$ cat src/design/btcr_pkg.sv
// ============================================================================
// btcr_pkg -- shared types and constants for the bitmap text console
// Holds the item structs, command codes, cursor constants and the 5x7 font.
// ============================================================================
package btcr_pkg;

    typedef struct packed {
        logic [1:0]  operation;
        logic [7:0]  char_code;
        logic [15:0] new_x;
        logic [15:0] new_y;
    } in_item_t;

    typedef struct packed {
        logic [25:0] row_address;
        logic [11:0] pixel_row;
        logic [11:0] pixel_col;
        logic [9:0]  on_mask;
        logic        last;
    } out_item_t;

    // One character to draw, handed from the command decoder to the row emitter
    typedef struct packed {
        logic [11:0] row;
        logic [11:0] col;
        logic [5:0]  glyph;
    } glyph_job_t;

    typedef enum logic [1:0] {
        OP_PUT_CHAR   = 2'd0,
        OP_SET_CURSOR = 2'd1,
        OP_HOME       = 2'd2
    } op_t;

    localparam logic [2:0] REG_ENABLED       = 3'd0;
    localparam logic [2:0] REG_SCREEN_WIDTH  = 3'd1;
    localparam logic [2:0] REG_SCREEN_HEIGHT = 3'd2;
    localparam logic [2:0] REG_LINE_STRIDE   = 3'd3;
    localparam logic [2:0] REG_PIXEL_BYTES   = 3'd4;

    localparam logic [7:0]  CHAR_NEWLINE  = 8'd10;
    localparam logic [15:0] HOME_POS      = 16'd12;
    localparam logic [4:0]  LINE_STEP     = 5'd20;
    localparam logic [4:0]  CELL_STEP     = 5'd12;
    localparam logic [4:0]  BOTTOM_MARGIN = 5'd16;
    localparam logic [3:0]  SCALED_ROWS   = 4'd14;

    // Add and clamp at the top of the 16-bit cursor range
    function automatic logic [15:0] sat_add16(input logic [15:0] a, input logic [4:0] b);
        logic [16:0] s;
        begin
            s = {1'b0, a} + {12'd0, b};
            sat_add16 = s[16] ? 16'hFFFF : s[15:0];
        end
    endfunction

    // Fold lower case to upper case and map the code onto a font slot
    function automatic logic [5:0] font_index(input logic [7:0] code);
        logic [7:0] c;
        begin
            c = code;
            if (c inside {[8'd97:8'd122]})
                c = c - 8'd32;
            if (c inside {[8'd65:8'd90]})
                font_index = 6'(c - 8'd64);
            else if (c inside {[8'd48:8'd57]})
                font_index = 6'(c - 8'd48 + 8'd27);
            else
            begin
                case (c)
                    8'd45:   font_index = 6'd37;
                    8'd46:   font_index = 6'd38;
                    8'd58:   font_index = 6'd39;
                    8'd91:   font_index = 6'd40;
                    8'd93:   font_index = 6'd41;
                    8'd62:   font_index = 6'd42;
                    8'd47:   font_index = 6'd43;
                    default: font_index = 6'd0;
                endcase
            end
        end
    endfunction

    // Whole glyph, top row in the most significant five bits
    function automatic logic [34:0] font_glyph(input logic [5:0] idx);
        begin
            case (idx)
                6'd1:  font_glyph = {5'd14, 5'd17, 5'd17, 5'd31, 5'd17, 5'd17, 5'd17};
                6'd2:  font_glyph = {5'd30, 5'd17, 5'd17, 5'd30, 5'd17, 5'd17, 5'd30};
                6'd3:  font_glyph = {5'd14, 5'd17, 5'd16, 5'd16, 5'd16, 5'd17, 5'd14};
                6'd4:  font_glyph = {5'd30, 5'd17, 5'd17, 5'd17, 5'd17, 5'd17, 5'd30};
                6'd5:  font_glyph = {5'd31, 5'd16, 5'd16, 5'd30, 5'd16, 5'd16, 5'd31};
                6'd6:  font_glyph = {5'd31, 5'd16, 5'd16, 5'd30, 5'd16, 5'd16, 5'd16};
                6'd7:  font_glyph = {5'd14, 5'd17, 5'd16, 5'd23, 5'd17, 5'd17, 5'd15};
                6'd8:  font_glyph = {5'd17, 5'd17, 5'd17, 5'd31, 5'd17, 5'd17, 5'd17};
                6'd9:  font_glyph = {5'd14, 5'd4,  5'd4,  5'd4,  5'd4,  5'd4,  5'd14};
                6'd10: font_glyph = {5'd7,  5'd2,  5'd2,  5'd2,  5'd18, 5'd18, 5'd12};
                6'd11: font_glyph = {5'd17, 5'd18, 5'd20, 5'd24, 5'd20, 5'd18, 5'd17};
                6'd12: font_glyph = {5'd16, 5'd16, 5'd16, 5'd16, 5'd16, 5'd16, 5'd31};
                6'd13: font_glyph = {5'd17, 5'd27, 5'd21, 5'd21, 5'd17, 5'd17, 5'd17};
                6'd14: font_glyph = {5'd17, 5'd25, 5'd21, 5'd19, 5'd17, 5'd17, 5'd17};
                6'd15: font_glyph = {5'd14, 5'd17, 5'd17, 5'd17, 5'd17, 5'd17, 5'd14};
                6'd16: font_glyph = {5'd30, 5'd17, 5'd17, 5'd30, 5'd16, 5'd16, 5'd16};
                6'd17: font_glyph = {5'd14, 5'd17, 5'd17, 5'd17, 5'd21, 5'd18, 5'd13};
                6'd18: font_glyph = {5'd30, 5'd17, 5'd17, 5'd30, 5'd20, 5'd18, 5'd17};
                6'd19: font_glyph = {5'd15, 5'd16, 5'd16, 5'd14, 5'd1,  5'd1,  5'd30};
                6'd20: font_glyph = {5'd31, 5'd4,  5'd4,  5'd4,  5'd4,  5'd4,  5'd4};
                6'd21: font_glyph = {5'd17, 5'd17, 5'd17, 5'd17, 5'd17, 5'd17, 5'd14};
                6'd22: font_glyph = {5'd17, 5'd17, 5'd17, 5'd17, 5'd17, 5'd10, 5'd4};
                6'd23: font_glyph = {5'd17, 5'd17, 5'd17, 5'd21, 5'd21, 5'd21, 5'd10};
                6'd24: font_glyph = {5'd17, 5'd17, 5'd10, 5'd4,  5'd10, 5'd17, 5'd17};
                6'd25: font_glyph = {5'd17, 5'd17, 5'd10, 5'd4,  5'd4,  5'd4,  5'd4};
                6'd26: font_glyph = {5'd31, 5'd1,  5'd2,  5'd4,  5'd8,  5'd16, 5'd31};
                6'd27: font_glyph = {5'd14, 5'd17, 5'd19, 5'd21, 5'd25, 5'd17, 5'd14};
                6'd28: font_glyph = {5'd4,  5'd12, 5'd4,  5'd4,  5'd4,  5'd4,  5'd14};
                6'd29: font_glyph = {5'd14, 5'd17, 5'd1,  5'd2,  5'd4,  5'd8,  5'd31};
                6'd30: font_glyph = {5'd30, 5'd1,  5'd1,  5'd14, 5'd1,  5'd1,  5'd30};
                6'd31: font_glyph = {5'd2,  5'd6,  5'd10, 5'd18, 5'd31, 5'd2,  5'd2};
                6'd32: font_glyph = {5'd31, 5'd16, 5'd16, 5'd30, 5'd1,  5'd1,  5'd30};
                6'd33: font_glyph = {5'd14, 5'd16, 5'd16, 5'd30, 5'd17, 5'd17, 5'd14};
                6'd34: font_glyph = {5'd31, 5'd1,  5'd2,  5'd4,  5'd8,  5'd8,  5'd8};
                6'd35: font_glyph = {5'd14, 5'd17, 5'd17, 5'd14, 5'd17, 5'd17, 5'd14};
                6'd36: font_glyph = {5'd14, 5'd17, 5'd17, 5'd15, 5'd1,  5'd1,  5'd14};
                6'd37: font_glyph = {5'd0,  5'd0,  5'd0,  5'd31, 5'd0,  5'd0,  5'd0};
                6'd38: font_glyph = {5'd0,  5'd0,  5'd0,  5'd0,  5'd0,  5'd12, 5'd12};
                6'd39: font_glyph = {5'd0,  5'd12, 5'd12, 5'd0,  5'd12, 5'd12, 5'd0};
                6'd40: font_glyph = {5'd14, 5'd8,  5'd8,  5'd8,  5'd8,  5'd8,  5'd14};
                6'd41: font_glyph = {5'd14, 5'd2,  5'd2,  5'd2,  5'd2,  5'd2,  5'd14};
                6'd42: font_glyph = {5'd16, 5'd8,  5'd4,  5'd2,  5'd4,  5'd8,  5'd16};
                6'd43: font_glyph = {5'd1,  5'd2,  5'd2,  5'd4,  5'd8,  5'd8,  5'd16};
                default: font_glyph = 35'd0;
            endcase
        end
    endfunction

    // Pick one glyph row, row 0 at the top
    function automatic logic [4:0] font_row(input logic [5:0] idx, input logic [2:0] r);
        logic [34:0] g;
        begin
            g = font_glyph(idx);
            case (r)
                3'd0:    font_row = g[34:30];
                3'd1:    font_row = g[29:25];
                3'd2:    font_row = g[24:20];
                3'd3:    font_row = g[19:15];
                3'd4:    font_row = g[14:10];
                3'd5:    font_row = g[9:5];
                3'd6:    font_row = g[4:0];
                default: font_row = 5'd0;
            endcase
        end
    endfunction

    // Double each glyph column; leftmost glyph column lands on mask bits 0 and 1
    function automatic logic [9:0] scale_mask(input logic [4:0] bits);
        logic [9:0] m;
        begin
            m = 10'd0;
            for (int c = 0; c < 5; c++)
            begin
                m[2*c]   = bits[4-c];
                m[2*c+1] = bits[4-c];
            end
            scale_mask = m;
        end
    endfunction

endpackage

$ cat src/design/bitmap_text_console_renderer.sv
// ============================================================================
// bitmap_text_console_renderer -- 5x7 font text console at double scale
// Keeps a text cursor, decodes console commands and emits scaled glyph rows.
// ============================================================================
//
//  Channel | Signals                           | Transfer when
//  --------+-----------------------------------+-------------------------
//  in      | in_valid, in_ready, in_data       | in_valid && in_ready
//  out     | out_valid, out_ready, out_data    | out_valid && out_ready
//  cfg     | cfg_valid, cfg_ready, cfg_index,  | cfg_valid && cfg_ready
//          | cfg_data                          |
//
//  For a drawn character the row emitter walks the 14 scaled rows one per
//  cycle while out is not stalled, and the next character is taken in the
//  cycle its last row moves to the output register, so characters stream
//  back to back. Commands that draw nothing (cursor moves, newline, clipped
//  characters) only update the cursor; rows are registered before out.
//  Reset restores the register defaults and homes the cursor to (12,12).
//  A stall on out holds the output register and then backs up into in_ready.
//
module bitmap_text_console_renderer
    import btcr_pkg::*;
#(
    parameter int MAX_WIDTH  = 4096,
    parameter int MAX_HEIGHT = 4096
)
(
    input  logic        clk,
    input  logic        rst_n,
    input  logic        in_valid,
    output logic        in_ready,
    input  in_item_t    in_data,
    output logic        out_valid,
    input  logic        out_ready,
    output out_item_t   out_data,
    input  logic        cfg_valid,
    output logic        cfg_ready,
    input  logic [2:0]  cfg_index,
    input  logic [14:0] cfg_data
);

    localparam logic [12:0] WIDTH_CAP  = 13'(MAX_WIDTH);
    localparam logic [12:0] HEIGHT_CAP = 13'(MAX_HEIGHT);

    // Configuration registers
    logic        enabled_reg;
    logic [12:0] screen_width_reg;
    logic [12:0] screen_height_reg;
    logic [14:0] line_stride_reg;
    logic [2:0]  pixel_bytes_reg;

    // Cursor
    logic [15:0] cursor_col_reg, cursor_col_next;
    logic [15:0] cursor_row_reg, cursor_row_next;

    logic        in_xfer;
    logic [12:0] width_eff;
    logic [12:0] height_eff;
    logic [2:0]  bpp;
    logic        wrap;
    logic [15:0] wrap_col;
    logic [15:0] wrap_row;
    logic        clipped;
    logic        draw;
    logic        job_ready;
    glyph_job_t  job;

    assign cfg_ready = 1'b1;
    assign in_ready  = job_ready;
    assign in_xfer   = in_valid && in_ready;

    // Clamp the screen size and pixel size to what the console supports
    assign width_eff  = (screen_width_reg  > WIDTH_CAP)  ? WIDTH_CAP  : screen_width_reg;
    assign height_eff = (screen_height_reg > HEIGHT_CAP) ? HEIGHT_CAP : screen_height_reg;
    assign bpp = (pixel_bytes_reg < 3'd2) ? 3'd2 :
                 ((pixel_bytes_reg > 3'd4) ? 3'd4 : pixel_bytes_reg);

    // Wrap to the next line when the cell would reach the right edge
    assign wrap     = ({1'b0, cursor_col_reg} + {12'd0, CELL_STEP}) >= {4'd0, width_eff};
    assign wrap_col = wrap ? HOME_POS : cursor_col_reg;
    assign wrap_row = wrap ? sat_add16(cursor_row_reg, LINE_STEP) : cursor_row_reg;

    // Drop the character when its line would reach the bottom edge
    assign clipped  = ({1'b0, wrap_row} + {12'd0, BOTTOM_MARGIN}) >= {4'd0, height_eff};

    assign draw = enabled_reg && (in_data.operation == OP_PUT_CHAR)
               && (in_data.char_code != CHAR_NEWLINE) && !clipped;

    assign job.row   = wrap_row[11:0];
    assign job.col   = wrap_col[11:0];
    assign job.glyph = font_index(in_data.char_code);

    always_comb
    begin
        cursor_col_next = cursor_col_reg;
        cursor_row_next = cursor_row_reg;
        if (in_xfer && enabled_reg)
        begin
            case (in_data.operation)
                OP_SET_CURSOR:
                begin
                    cursor_col_next = in_data.new_x;
                    cursor_row_next = in_data.new_y;
                end
                OP_HOME:
                begin
                    cursor_col_next = HOME_POS;
                    cursor_row_next = HOME_POS;
                end
                OP_PUT_CHAR:
                begin
                    if (in_data.char_code == CHAR_NEWLINE)
                    begin
                        cursor_col_next = HOME_POS;
                        cursor_row_next = sat_add16(cursor_row_reg, LINE_STEP);
                    end
                    else
                    begin
                        // Wrap always sticks; advance only when the glyph is drawn
                        cursor_row_next = wrap_row;
                        cursor_col_next = clipped ? wrap_col : sat_add16(wrap_col, CELL_STEP);
                    end
                end
                default:
                begin
                    cursor_col_next = cursor_col_reg;
                    cursor_row_next = cursor_row_reg;
                end
            endcase
        end
    end

    always_ff @(posedge clk or negedge rst_n)
    begin
        if (!rst_n)
        begin
            enabled_reg       <= 1'b0;
            screen_width_reg  <= 13'd640;
            screen_height_reg <= 13'd480;
            line_stride_reg   <= 15'd2560;
            pixel_bytes_reg   <= 3'd4;
            cursor_col_reg    <= HOME_POS;
            cursor_row_reg    <= HOME_POS;
        end
        else
        begin
            cursor_col_reg <= cursor_col_next;
            cursor_row_reg <= cursor_row_next;
            if (cfg_valid && cfg_ready)
            begin
                case (cfg_index)
                    REG_ENABLED:       enabled_reg       <= cfg_data[0];
                    REG_SCREEN_WIDTH:  screen_width_reg  <= cfg_data[12:0];
                    REG_SCREEN_HEIGHT: screen_height_reg <= cfg_data[12:0];
                    REG_LINE_STRIDE:   line_stride_reg   <= cfg_data;
                    REG_PIXEL_BYTES:   pixel_bytes_reg   <= cfg_data[2:0];
                    default:           enabled_reg       <= enabled_reg;
                endcase
            end
        end
    end

    // Walk the 14 scaled rows of each drawn character
    btcr_row_emitter u_row_emitter
    (
        .clk         (clk),
        .rst_n       (rst_n),
        .job_valid   (in_xfer && draw),
        .job_ready   (job_ready),
        .job         (job),
        .line_stride (line_stride_reg),
        .bpp         (bpp),
        .out_valid   (out_valid),
        .out_ready   (out_ready),
        .out_data    (out_data)
    );

endmodule

$ cat src/design/btcr_row_emitter.sv
// ============================================================================
// btcr_row_emitter -- scaled glyph row generator
// Holds one glyph job and emits its 14 scaled rows through an output register.
// ============================================================================
module btcr_row_emitter
    import btcr_pkg::*;
(
    input  logic        clk,
    input  logic        rst_n,
    input  logic        job_valid,
    output logic        job_ready,
    input  glyph_job_t  job,
    input  logic [14:0] line_stride,
    input  logic [2:0]  bpp,
    output logic        out_valid,
    input  logic        out_ready,
    output out_item_t   out_data
);

    logic        job_valid_reg, job_valid_next;
    glyph_job_t  job_reg;
    logic [3:0]  k_reg, k_next;
    logic        out_valid_reg, out_valid_next;
    out_item_t   out_reg, out_next;

    logic        load;
    logic        final_row;
    logic [11:0] y;
    logic [26:0] row_base;
    logic [14:0] col_offset;

    assign load      = job_valid_reg && (!out_valid_reg || out_ready);
    assign final_row = (k_reg == SCALED_ROWS - 4'd1);
    assign job_ready = !job_valid_reg || (load && final_row);

    assign y          = job_reg.row + {8'd0, k_reg};
    assign row_base   = y * line_stride;
    assign col_offset = job_reg.col * bpp;

    always_comb
    begin
        out_next.row_address = row_base[25:0] + {11'd0, col_offset};
        out_next.pixel_row   = y;
        out_next.pixel_col   = job_reg.col;
        out_next.on_mask     = scale_mask(font_row(job_reg.glyph, k_reg[3:1]));
        out_next.last        = final_row;
    end

    always_comb
    begin
        job_valid_next = job_valid_reg;
        k_next         = k_reg;
        if (load)
        begin
            k_next = k_reg + 4'd1;
            if (final_row)
                job_valid_next = 1'b0;
        end
        if (job_valid && job_ready)
        begin
            job_valid_next = 1'b1;
            k_next         = 4'd0;
        end
        out_valid_next = load ? 1'b1 : (out_valid_reg && !out_ready);
    end

    always_ff @(posedge clk or negedge rst_n)
    begin
        if (!rst_n)
        begin
            job_valid_reg <= 1'b0;
            k_reg         <= 4'd0;
            out_valid_reg <= 1'b0;
        end
        else
        begin
            job_valid_reg <= job_valid_next;
            k_reg         <= k_next;
            out_valid_reg <= out_valid_next;
        end
    end

    always_ff @(posedge clk)
    begin
        if (job_valid && job_ready)
            job_reg <= job;
        if (load)
            out_reg <= out_next;
    end

    assign out_valid = out_valid_reg;
    assign out_data  = out_reg;

endmodule
$ cat config.mk
export PLATFORM = sky130hd
export DESIGN_NAME = bitmap_text_console_renderer
export DESIGN_NICKNAME = d
export VERILOG_FILES = /design/src/design/btcr_pkg.sv /design/src/design/bitmap_text_console_renderer.sv /design/src/design/btcr_row_emitter.sv
export SDC_FILE = /design/constraint.sdc
export NUM_CORES = 1
export LEC_CHECK = 0
export BUFFER_PORTS_ARGS = -buffer_cell sky130_fd_sc_hd__buf_2
export CAP_MARGIN = 40
export CORE_MARGIN = 1.5
export CORE_UTILIZATION = 30
export CTS_BUF_LIST = sky130_fd_sc_hd__clkbuf_16
export CTS_CLUSTER_DIAMETER = 150
export DETAILED_ROUTE_END_ITERATION = 16
export PLACE_DENSITY = 0.44
export SLEW_MARGIN = 20
export SYNTH_ARGS = -nofsm -noshare
export SYNTH_HDL_FRONTEND = slang
export SYNTH_SLANG_ARGS = --single-unit
$ cat constraint.sdc
create_clock -name clk -period 8.65 [get_ports clk]
set_input_delay 1.73 -clock clk [delete_from_list [all_inputs] [get_ports clk]]
set_output_delay 1.73 -clock clk [all_outputs]
set_load 0.05 [all_outputs]
==> impl_metrics.yaml, run 1 <==
layout:
  most_common_library_cell_in_the_layout_ignoring_fill_and_taps: "nand2_1"
  final.fill_count: 6524
  layout_cell_share_with_drive_strength_beyond_1_pct: 16.4
  finish.utilization_pct: 34.4
  most-common-layout-cells: "nand2_1 (235), inv_1 (221), fa_1 (165), ha_1 (134), buf_2 (126)"
  finalInstanceArea_um2: 21700
  layout.nets: 2519
  area_growth_syn_to_layout_pct: 13.7
sta:
  timing_worst_slew_pin_value_ns: 0.916
  rsz0062_at_grt: "no"
  period_share_pct: 93.5
  final_sum_of_negative_setup_slack_ns: 0
  finalClockSkew_ns: 0.0202
  slew_headroom_pct: 38.5
  finalMaxSlewViolations: 0
  maxClockFrequency_mhz: 124
  finalHoldViolCount: 0
  hold_slack_ns: 0.495
  setup_viol_count_final: 0
  period_needed_ns: 8.09
critical_path:
  timing.critical_path.required_ns: 8.95
  critPathCaptureType: "flip-flop"
  most_prevalent_standard_cell_on_the_critical_path: "fa_1"
  critical_path_peak_fanout: 5
  kind_of_launch_point_of_the_worst_setup_path: "flip-flop"
  timing.critical_path.arrival_ns: 8.39
  category_of_the_most_critical_setup_path: "reg2reg"
  critical-path-max-stage-delay_ns: 0.55
  cpMaxStageDelayCell: "fa_1"
run:
  timing.max_cap.violations: 0
yosys:
  syn-instance-count: 2045
  dominant_register_cell_in_the_synthesized_netlist: "edfxtp_1"
  synth.cell_area_um2: 19100
  postSynthRegisterBits: 204
  synth_sequential_area_ratio_pct: 28.2
  postSynthAreaPerCell_um2: 9.32
  synth-async-reset-ratio_pct: 40.7
  synth.yosys.warnings: 0
  synth.distinct_cells: 103
  synth_enable_flop_cells: 86
  synth.net_count: 2409
floorplanning:
  design.die.area_um2: 65100
  fp.coreArea_um2: 63000
  die_height_um: 255
  die_x_um: 255
  core.rowCount: 92
  boundary_pin_count: 129
  floorplan.initialDensity_pct: 30.3
detailed_routing:
  drc_errors: 0
  detailroute.via_count: 15500
  via_per_inst: 5.12
  post_drt_wl_per_cell_um: 19.7
  wirelength_mm: 59.6
  detail_route.first_pass.iterations: 5
  drt_iter0_markers: 1067
  final_antenna_net_count: 0
clock_tree:
  htreeDepth: 1
  cts_num_sinks: 204
  clock_path_buffers: 3
  insertion_delay_ns: 0.56
  cts_tree: "done"
  tritoncts.num_buffers: 26
  clock-root-buffer: "clkbuf_16"
  holdBufCountCts: 0
  clk_transition_reported_paths_ns: 0.06
place:
  placedInstanceArea_um2: 20800
  hpwl_mm: 46.3
  placer_congestion: 0.906
  portBuffers: 127
global_route:
  global_route.overflow_total: 0
  grt_start_max_net_pins: 43
  global_route_wire_length_before_repair_mm: 91.6
  first_global_vias: 15900
  grt_use_total_pct: 18.3
  antenna_violations_before_repair: 0
outcome:
  outcome: "finished clean"
hold_path:
  hp-class: "reg2reg"
-- cell usage after synthesis (all sizes together) (18+ instances only) --
master | number | area [µm²]
fa | 165 | 3300
mux2 | 47 | 533
inv | 220 | 826
nand2b | 24 | 150
nor3 | 38 | 211
nor2b | 20 | 125
mux2i | 21 | 230
clkbuf | 85 | 324
dfxtp | 35 | 701
o21ai | 84 | 420
dfrtp | 70 | 1750
nand3 | 44 | 230
xnor2 | 48 | 420
ha | 134 | 1680
and2 | 98 | 613
a31oi | 21 | 138
nor2 | 129 | 492
edfxtp | 86 | 2580
buf | 36 | 235
a21oi | 114 | 582
nand4 | 18 | 119
nand2 | 236 | 888
-- cell families (layout without fill, tap and decap cells) --
kind of cell / count (synthesis) / in the layout / share of synthesized area (%)
and+or+nand+nor: 676 / 676 / 17.6
AOI/OAI and AO/OA: 391 / 391 / 13.7
buffers and inverters: 342 / 472 / 7.28
adders and majority gates: 299 / 299 / 26.1
DFF: 204 / 204 / 28.2
muxes: 71 / 71 / 4.36
xor gates and xnor gates: 61 / 61 / 2.80
other: 1 / 2 / 0.0197
-- path summary, 6_finish.rpt --
| kind | depth (start not counted) | end | slack [ns] | from |
|---|---|---|---|---|
| max | 29 | u_row_emitter.out_data[60] | 0.56 | u_row_emitter.k_reg[0] |
| min | 1 | u_row_emitter.out_valid | 0.50 | u_row_emitter.job_valid_reg |
| max reg2reg | 29 | u_row_emitter.out_data[60] | 0.56 | u_row_emitter.k_reg[0] |
| min reg2reg | 1 | u_row_emitter.out_valid | 0.50 | u_row_emitter.job_valid_reg |
| max in group asynchronous | 2 | screen_height_reg[9] | 6.48 | rst_n |
| min in group asynchronous | 1 | cursor_col_reg[1] | 1.15 | rst_n |
-- per-stage QoR --
step / setup WS, ns / instances
finish: 0.560 / 3022
global route: 0.0277 / 3021
CTS: 0.257 / 3019
detailed placement: 0.299 / 2971
global placement: 0.383 / 2967
floorplan: 0.950 / 2045
-- routing by layer --
layer	up-vias	share of wire, %	wire length (µm)	track usage (%)
met2	374	50	29900	32.3
li1	7223	-	-	-
met5	-	0	0	0
met3	84	3.9	2330	1.85
met4	0	2.8	1650	5.63
met1	7805	43	25700	23.4
-- area by class of cell --
type	count	area, µm²	area share, %
Multi-Input combinational cell	1499	12300	56.8
Sequential cell	204	5380	24.8
Timing Repair Buffer	203	1240	5.74
Tap cell	846	1060	4.88
Inverter	221	830	3.83
Clock buffer	29	726	3.35
Clock inverter	19	119	0.548
Antenna cell	1	2.50	0.0115
-- timing repair --
action,CTS,global route
setup buffers,0,0
gates resized for setup,0,2
endpoints found under the setup margin,0,2
-- worst max-delay path: cells and delay by family, from the launching register on --
kind / cells / cell delay, ns
xor gates and xnor gates: 2 / 0.29
buffers and inverters: 3 / 0.16
adders and majority gates: 9 / 3.90
DFF: 1 / 0.45
AOI/OAI and AO/OA: 10 / 2.33
and+or+nand+nor: 5 / 0.71
Power of run 1 is left out: the tool's default activity adds up to more than one toggle a clock period on the data nets, which glitch-free logic cannot reach.
==> run 2: changes to the inputs <==
==> constraint.sdc (replaced) <==
create_clock -name clk -period 8.65 [get_ports clk]
set_input_delay 0.865 -clock clk [delete_from_list [all_inputs] [get_ports clk]]
set_output_delay 0.865 -clock clk [all_outputs]
set_load 0.05 [all_outputs]
==> impl_metrics.yaml, run 2 (synthesized netlist as in run 1, its figures left out) <==
outcome:
  outcome: "finished clean"
clock_tree:
  cts_tree: "done"
  post-cts-setup-buffers: 0
  cts_resized: 0
  insertion_delay_ns: 0.57
  clk_transition_reported_paths_ns: 0.06
  holdBufCountCts: 0
  htreeDepth: 1
  clock_path_buffers: 3
  clock-root-buffer: "clkbuf_16"
  cts_num_sinks: 204
  tritoncts.num_buffers: 26
critical_path:
  most_prevalent_standard_cell_on_the_critical_path: "ha_1"
  critPathCaptureType: "flip-flop"
  timing.critical_path.arrival_ns: 8.60
  category_of_the_most_critical_setup_path: "reg2reg"
  timing.critical_path.required_ns: 9.16
  kind_of_launch_point_of_the_worst_setup_path: "flip-flop"
  critical-path-max-stage-delay_ns: 0.70
  path_buf_inv: 4
  crit_family: "compound AO/OA/AOI/OAI gates"
  critical_path_peak_fanout: 36
  cpMaxStageDelayCell: "nor2_1"
floorplanning:
  core.rowCount: 92
  floorplan.initialDensity_pct: 30.3
  die_height_um: 255
  boundary_pin_count: 129
  fp.coreArea_um2: 63000
  design.die.area_um2: 65100
  die_x_um: 255
global_route:
  global_route.overflow_total: 0
  antenna_violations_before_repair: 0
  grt_start_max_net_pins: 43
  first_global_vias: 15900
  global_route_wire_length_before_repair_mm: 90.8
  grt_use_total_pct: 18.2
detailed_routing:
  final_antenna_net_count: 0
  wirelength_mm: 59.1
  detailroute.via_count: 15400
  via_per_inst: 5.10
  detail_route.first_pass.iterations: 5
  drt_iter0_markers: 972
  post_drt_wl_per_cell_um: 19.6
  drc_errors: 0
layout:
  finalInstanceArea_um2: 21700
  most-common-layout-cells: "nand2_1 (235), inv_1 (223), fa_1 (165), ha_1 (134), buf_2 (126)"
  most_common_library_cell_in_the_layout_ignoring_fill_and_taps: "nand2_1"
  final.fill_count: 6483
  instances_no_fill: 3021
  insertedDiodeCount: 0
  multi_input_logic_area_um2: 12300
  layout_cell_share_with_drive_strength_beyond_1_pct: 16.2
  layout.nets: 2519
  seq_area_um2: 5380
  area_growth_syn_to_layout_pct: 13.9
sta:
  period_share_pct: 93.6
  rsz0062_at_grt: "no"
  finalHoldViolCount: 0
  timing_worst_slew_pin_value_ns: 0.887
  setup_viol_count_final: 0
  setup_ws_post_layout_ns: 0.557
  slew_headroom_pct: 40.4
  maxClockFrequency_mhz: 124
  period_needed_ns: 8.09
  finalMaxSlewViolations: 0
  final_sum_of_negative_setup_slack_ns: 0
  finalClockSkew_ns: 0.0149
hold_path:
  hp-class: "in2async"
place:
  placer_congestion: 0.905
  place.detailed.instances: 2971
  hpwl_mm: 46.0
  place_ws_ns: 0.293
  portBuffers: 127
  placedInstanceArea_um2: 20800
run:
  timing.max_cap.violations: 0
run 2: cell types whose count changed in the layout (fill, tap and decap cells not counted):
| cell | change |
|---|---|
| clkinv_1 | +1 |
| inv_6 | -4 |
| inv_1 | +2 |
| clkinv_2 | -1 |
| bufinv_16 | +1 |
| diode_2 | -1 |
| inv_4 | -2 |
| clkbuf_16 | +2 |
| clkinv_4 | +1 |
run 2: metal layers:
metal / part of all wire [%] / track usage, % / routed length (µm)
met1: 42 / 22.7 / 24900
met2: 49 / 31.9 / 29200
met3: 5.0 / 2.77 / 2940
met4: 3.4 / 6.46 / 2000
met5: 0 / 0 / 0
run 2: worst paths after layout:
check	slack (ns)	from	end	depth (start not counted)
min in group clk	0.49	u_row_emitter.job_valid_reg	u_row_emitter.out_valid	1
setup / recovery	0.56	cursor_col_reg[2]	flip-flop	28
max in group asynchronous	7.36	rst_n	screen_height_reg[9]	2
hold reg to reg	0.49	u_row_emitter.job_valid_reg	u_row_emitter.out_valid	1
hold / removal	0.28	rst_n	cursor_col_reg[1]	1
setup reg to reg	0.56	cursor_col_reg[2]	flip-flop	28
run 2: through the flow:
| stage | utilization (%) | hold slack (ns) |
|---|---|---|
| floorplan | - | 0.448 |
| global placement | 33.0 | 0.472 |
| detailed placement | 33.0 | 0.489 |
| CTS | 34.5 | 0.272 |
| global route | 34.5 | 0.302 |
| finish | 34.5 | 0.281 |
run 2: area by class of cell:
class,instances,area share [%]
Multi-Input combinational cell,1499,56.7
Inverter,221,3.82
Clock buffer,31,3.57
Clock inverter,17,0.536
Sequential cell,204,24.7
Timing Repair Buffer,203,5.73
Tap cell,846,4.87
Power of run 2 is left out for the same reason.
